### config.mk
export PLATFORM = sky130hd
export DESIGN_NAME = rws_ctrl
export DESIGN_NICKNAME = d
export VERILOG_FILES = /design/src/hdl/rws_pkg.sv /design/src/hdl/rws_ctrl.sv
export SDC_FILE = /design/constraint.sdc
export NUM_CORES = 1
export LEC_CHECK = 0
export BUFFER_PORTS_ARGS = -buffer_cell sky130_fd_sc_hd__buf_2
export CORE_MARGIN = 5
export CORE_UTILIZATION = 25
export CTS_BUF_LIST = sky130_fd_sc_hd__clkbuf_8
export DETAILED_ROUTE_END_ITERATION = 12
export MAX_ROUTING_LAYER = met4
export SYNTH_ARGS = -nofsm -noshare
export SYNTH_HDL_FRONTEND = slang
export SYNTH_SLANG_ARGS = --single-unit
### constraint.sdc
create_clock -name clk -period 3.8 [get_ports clk]
set_clock_uncertainty 0.05 [all_clocks]
set_input_delay 1.14 -clock clk [delete_from_list [all_inputs] [get_ports clk]]
set_output_delay 1.14 -clock clk [all_outputs]
set_load 0.02 [all_outputs]
### src/hdl/rws_pkg.sv
`timescale 1ns / 1ps

package rws_pkg;

	localparam int COORD_W = 32;
	localparam int LEN_W   = 24;
	localparam int MUL_W   = 34;
	localparam int PROD_W  = 2 * MUL_W;
	localparam int SQ_W    = 64;
	localparam int ROOT_W  = 32;
	localparam int REM_W   = 34;
	localparam int SQRT_CW = 5;
	localparam int ATAN_N  = 32;
	localparam int IDX_W   = 5;

	localparam logic [LEN_W-1:0] STEP_LEN_RESET = 24'd65536;

	// 3*ra < 65536 and 3*ra < 131072, expressed on ra itself
	localparam logic [15:0] AXIS_Y_START = 16'd21846;
	localparam logic [15:0] AXIS_Z_START = 16'd43691;

	localparam logic signed [MUL_W-1:0] CORDIC_GAIN = 34'sd652032874;
	localparam logic [60:0] Q60_ONE = 61'h1000_0000_0000_0000;

	localparam logic [31:0] ATAN_TURN [ATAN_N] = '{
		32'h20000000, 32'h12E4051E, 32'h09FB385B, 32'h051111D4,
		32'h028B0D43, 32'h0145D7E1, 32'h00A2F61E, 32'h00517C55,
		32'h0028BE53, 32'h00145F2F, 32'h000A2F98, 32'h000517CC,
		32'h00028BE6, 32'h000145F3, 32'h0000A2F9, 32'h0000517D,
		32'h000028BE, 32'h0000145F, 32'h00000A30, 32'h00000518,
		32'h0000028C, 32'h00000146, 32'h000000A3, 32'h00000051,
		32'h00000029, 32'h00000014, 32'h0000000A, 32'h00000005,
		32'h00000003, 32'h00000001, 32'h00000001, 32'h00000000
	};

	typedef enum logic [1:0] {
		REQ_LATTICE = 2'd0,
		REQ_ISO     = 2'd1,
		REQ_ORIGIN  = 2'd2
	} req_t;

	typedef enum logic [4:0] {
		OP_NONE, OP_ACCEPT, OP_LAT, OP_CLR, OP_MUL_CC, OP_ISO_LOAD,
		OP_MUL_TX, OP_MUL_TY, OP_MUL_DX, OP_MUL_DY, OP_MUL_DZ, OP_WB_DZ,
		OP_SQ_X, OP_SQ_Y, OP_SQ_Z, OP_SQ_ACC, OP_DIST_LOAD, OP_OUT
	} op_t;

	typedef enum logic [4:0] {
		ST_IDLE, ST_LAT, ST_CLR, ST_CC, ST_ISO_LOAD, ST_ISO_RUN,
		ST_TX, ST_TY, ST_DX, ST_DY, ST_DZ, ST_WDZ,
		ST_SQX, ST_SQY, ST_SQZ, ST_ACC, ST_DLOAD, ST_DRUN, ST_OUT
	} state_t;

	typedef struct packed {
		op_t op;
	} cmd_t;

	typedef struct packed {
		logic sqrt_busy;
		logic out_valid;
	} stat_t;

	function automatic logic signed [COORD_W-1:0] sat_add(
		input logic signed [COORD_W-1:0] a,
		input logic signed [MUL_W-1:0] d
	);
		logic signed [MUL_W:0] s;
		s = MUL_W'(0) + {{(MUL_W-COORD_W+1){a[COORD_W-1]}}, a} + {d[MUL_W-1], d};
		if (s > $signed({{(MUL_W-COORD_W+2){1'b0}}, {(COORD_W-1){1'b1}}}))
			return {1'b0, {(COORD_W-1){1'b1}}};
		else if (s < $signed({{(MUL_W-COORD_W+2){1'b1}}, {(COORD_W-1){1'b0}}}))
			return {1'b1, {(COORD_W-1){1'b0}}};
		else
			return s[COORD_W-1:0];
	endfunction

	// round half up at bit 30
	function automatic logic signed [MUL_W-1:0] rnd30(input logic signed [PROD_W-1:0] p);
		logic signed [PROD_W-1:0] t;
		t = p + $signed({{(PROD_W-30){1'b0}}, 1'b1, 29'd0});
		return t[MUL_W+29:30];
	endfunction

endpackage

### src/hdl/rws_ctrl.sv
`timescale 1ns / 1ps

module rws_ctrl (
	input  logic            clk,
	input  logic            arst_n,
	input  logic            in_valid,
	output logic            in_ready,
	input  logic [1:0]      req_type,
	input  logic            out_ready,
	input  rws_pkg::stat_t  stat,
	output rws_pkg::cmd_t   cmd
);
	import rws_pkg::*;

	state_t state_q, state_d;
	logic   out_free;

	assign out_free = !stat.out_valid || out_ready;

	always_ff @(posedge clk or negedge arst_n) begin
		if (!arst_n)
			state_q <= ST_IDLE;
		else
			state_q <= state_d;
	end

	always_comb begin
		state_d = state_q;
		case (state_q)
			ST_IDLE: begin
				if (in_valid) begin
					case (req_t'(req_type))
						REQ_LATTICE: state_d = ST_LAT;
						REQ_ISO:     state_d = ST_CC;
						REQ_ORIGIN:  state_d = ST_CLR;
						default:     state_d = ST_SQX;
					endcase
				end
			end
			ST_LAT:      state_d = ST_SQX;
			ST_CLR:      state_d = ST_SQX;
			ST_CC:       state_d = ST_ISO_LOAD;
			ST_ISO_LOAD: state_d = ST_ISO_RUN;
			ST_ISO_RUN:  if (!stat.sqrt_busy) state_d = ST_TX;
			ST_TX:       state_d = ST_TY;
			ST_TY:       state_d = ST_DX;
			ST_DX:       state_d = ST_DY;
			ST_DY:       state_d = ST_DZ;
			ST_DZ:       state_d = ST_WDZ;
			ST_WDZ:      state_d = ST_SQX;
			ST_SQX:      state_d = ST_SQY;
			ST_SQY:      state_d = ST_SQZ;
			ST_SQZ:      state_d = ST_ACC;
			ST_ACC:      state_d = ST_DLOAD;
			ST_DLOAD:    state_d = ST_DRUN;
			ST_DRUN:     if (!stat.sqrt_busy) state_d = ST_OUT;
			ST_OUT:      if (out_free) state_d = ST_IDLE;
			default:     state_d = ST_IDLE;
		endcase
	end

	always_comb begin
		in_ready = 1'b0;
		cmd.op   = OP_NONE;
		case (state_q)
			ST_IDLE: begin
				in_ready = 1'b1;
				if (in_valid)
					cmd.op = OP_ACCEPT;
			end
			ST_LAT:      cmd.op = OP_LAT;
			ST_CLR:      cmd.op = OP_CLR;
			ST_CC:       cmd.op = OP_MUL_CC;
			ST_ISO_LOAD: cmd.op = OP_ISO_LOAD;
			ST_TX:       cmd.op = OP_MUL_TX;
			ST_TY:       cmd.op = OP_MUL_TY;
			ST_DX:       cmd.op = OP_MUL_DX;
			ST_DY:       cmd.op = OP_MUL_DY;
			ST_DZ:       cmd.op = OP_MUL_DZ;
			ST_WDZ:      cmd.op = OP_WB_DZ;
			ST_SQX:      cmd.op = OP_SQ_X;
			ST_SQY:      cmd.op = OP_SQ_Y;
			ST_SQZ:      cmd.op = OP_SQ_Z;
			ST_ACC:      cmd.op = OP_SQ_ACC;
			ST_DLOAD:    cmd.op = OP_DIST_LOAD;
			ST_OUT:      if (out_free) cmd.op = OP_OUT;
			default:     cmd.op = OP_NONE;
		endcase
	end

endmodule

==> flow_summary.json <==
{
  "outcome": "completed",
  "crit_slowest_cell": "a2111oi_0",
  "finalMaxSlewViolations": 0,
  "finalPower_uw": 576.7,
  "yosysUniqueCellTypes": 34,
  "hpwl_um": 941.4,
  "leakagePower_nw": 0.3108,
  "syn-num-nets": 80,
  "cp-end-kind": "primary output",
  "syn_area_um2": 581.8,
  "antenna_found_initial": 0,
  "grt-busiest-layer": "met1",
  "fin_setup_tns_ps": 0,
  "clockBufferDepth": 2,
  "drive_gt1_share_pct": 26.25,
  "ir_drop_mv": 0.3273,
  "cap_violations": 0,
  "synth_warnings": 0,
  "ant_nets": 0,
  "whs_ps": 662.9,
  "path_buf_inv": 2,
  "grt_pass1_wl_mm": 2.063,
  "crit_fanout": 2,
  "clock.fmax_mhz": 316.9,
  "core_area_um2": 2212,
  "worst_pin_slew_ps": 529.1,
  "numCtsBuffers": 3,
  "gr-usage-all-layers_pct": 8.023,
  "gr-total-overflow": 0,
  "synth.avg_cell_area_um2": 8.432,
  "gp_congestion": 0.7037,
  "area_growth_pct": 17.20,
  "finalHoldViolations": 0,
  "drc": 0,
  "seq_area_frac_synth_pct": 21.51,
  "htreeDepth": 1,
  "routedWlPerCell_um": 11.45,
  "post_cts_buffers": 0,
  "worstPathRequired_ps": 2610,
  "clockRootBuffer": "clkbuf_8",
  "die-area_um2": 3392,
  "start_util_pct": 26.30,
  "fin_crit_sh_pct": 83.03,
  "nets": 92,
  "syn_inst": 69,
  "clock_sinks": 5,
  "critPathKind": "input pin to primary output",
  "regMostFlops": "state_q",
  "worstPathCellList": "buf_2, nor2b_1, a2111oi_0, buf_2",
  "hold_buffers": 0,
  "routed_wl_mm": 1.237,
  "use_met2_pct": 10.48,
  "min-delay-path-class": "flop to flop",
  "grt_util_met1_pct": 10.96,
  "final_cell_mix": "buf_2 (13), nor2_1 (7), dfrtp_1 (5)",
  "dieHeight_um": 58.24,
  "antennaDiodeCount": 0,
  "startpoint_type": "input pin",
  "io_buffers": 13,
  "grt_pass1_vias": 486,
  "synth-seq-cells": 5,
  "drt-pass1-iter-count": 4,
  "clk_pin_slew_ps": 40,
  "fp.dieW_um": 58.24,
  "row_count": 17,
  "largest_register_ffs": 5,
  "avgViaCountPerCell": 4.963,
  "final_util_pct": 30.83,
  "drt-initial-drc-count": 19,
  "io_pins": 14,
  "setup_viol": 0,
  "rsz0062_at_grt": "false",
  "critical_path_arrival_ps": 1970,
  "post-route-min-period_ps": 3155,
  "crit_top_cell": "buf_2",
  "final_common_cell": "buf_2",
  "grtUsageMet3_pct": 3.118,
  "vias": 536,
  "cts_tree": "done",
  "relSlewSlack_pct": 64.73,
  "crit_family": "compound AO/OA/AOI/OAI gates",
  "max_stage_delay_ps": 360,
  "powerDensity_nw_per_um2": 845.7,
  "biggestRegsByFlops": "state_q (5)",
  "insertion_delay_ps": 220,
  "grt_max_degree": 18,
  "post_cts_resized": 0
}
metrics by stage:
stage | worst slack (ps) | cells | cell area (µm²)
2_1_floorplan | 205.6 | 69 | 581.8
5_1_grt | 614.7 | 108 | 681.9
6_report | 644.9 | 108 | 681.9
4_1_cts | 643.2 | 108 | 681.9
3_5_place_dp | 644.2 | 104 | 636.9
3_3_place_gp | 623.3 | 104 | 636.9
Yosys cell counts:
cell type | instances | share of area, %
nor4_1 | 1 | 1.1
nand4b_1 | 1 | 1.5
buf_6 | 2 | 3.9
xor2_1 | 2 | 3.0
dfrtp_1 | 5 | 22
a21oi_1 | 4 | 3.4
o22ai_1 | 3 | 3.2
inv_1 | 3 | 1.9
nand4b_4 | 1 | 4.1
ha_1 | 3 | 6.5
nor2_2 | 1 | 1.1
a2111oi_0 | 1 | 1.5
a22oi_1 | 1 | 1.3
nand3_1 | 3 | 2.6
o21ai_0 | 2 | 1.7
nand2b_1 | 3 | 3.2
o31a_1 | 1 | 1.5
nor4b_2 | 1 | 2.6
buf_4 | 1 | 1.3
o21bai_1 | 1 | 1.3
o31ai_1 | 1 | 1.3
nand2_1 | 4 | 2.6
o21ai_1 | 3 | 2.6
o311ai_0 | 1 | 1.5
o221ai_1 | 1 | 1.5
or2_1 | 1 | 1.1
a21boi_1 | 1 | 1.3
nor2b_1 | 2 | 2.2
a211oi_1 | 2 | 2.6
nor2_1 | 7 | 4.5
mux2i_1 | 1 | 1.7
xor2_4 | 1 | 4.7
buf_2 | 3 | 2.6
and2b_4 | 1 | 1.7
path summary, 6_finish.rpt:
| path | start | to | slack, ps | cells after the start |
|---|---|---|---|---|
| min in group asynchronous | arst_n | state_q[1]$_DFFE_PN0P_ | 680 | 1 |
| setup reg to reg | state_q[2]$_DFFE_PN0P_ | state_q[1]$_DFFE_PN0P_ | 2130 | 4 |
| setup / recovery | stat[0] | cmd[4] | 640 | 4 |
| hold / removal | state_q[4]$_DFFE_PN0P_ | state_q[3]$_DFFE_PN0P_ | 660 | 1 |
| max in group asynchronous | arst_n | state_q[2]$_DFFE_PN0P_ | 2900 | 1 |
| hold reg to reg | state_q[4]$_DFFE_PN0P_ | state_q[3]$_DFFE_PN0P_ | 660 | 1 |
cell families (layout without fill, tap and decap cells):
family / after synthesis / count (layout) / synth area share (%)
XOR/XNOR: 3 / 3 / 7.743
adder cells (fa/ha/maj): 3 / 3 / 6.452
multiplexers: 1 / 1 / 1.720
flip-flops: 5 / 5 / 21.51
buffers and inverters: 9 / 20 / 9.677
AND/OR/NAND/NOR: 26 / 26 / 28.17
AO/OA/AOI/OAI: 22 / 22 / 24.73
power breakdown:
| group | leakage, nW | internal (mW) | switching (mW) |
|---|---|---|---|
| registers | 0.0605 | 0.0777 | 0.0967 |
| logic | 0.223 | 0.144 | 0.166 |
| clock network | 0.0269 | 0.0690 | 0.0235 |
per-layer routing:
metal	part of all wire, %	vias to the layer above
met3	6.7	2
li1	-	274
met5	0	-
met4	1.5	0
met2	41	20
met1	51	240
worst register-to-register path, delay by kind of cell, from the launching register on:
family | cells | cell delay (ps)
AO/OA/AOI/OAI | 3 | 530
flip-flops | 1 | 560
AND/OR/NAND/NOR | 1 | 400
layout make-up:
cell class / count / area [µm²]
flip-flops and latches: 5 / 125.1
fillers: 240 / 1530
clock buffers: 3 / 41.29
clock inverters: 1 / 3.754
well taps: 28 / 35.03
repair buffers: 13 / 65.06
inverters: 3 / 11.26
multi-input cells: 55 / 400.4
Power figures use the tool's default switching activity.
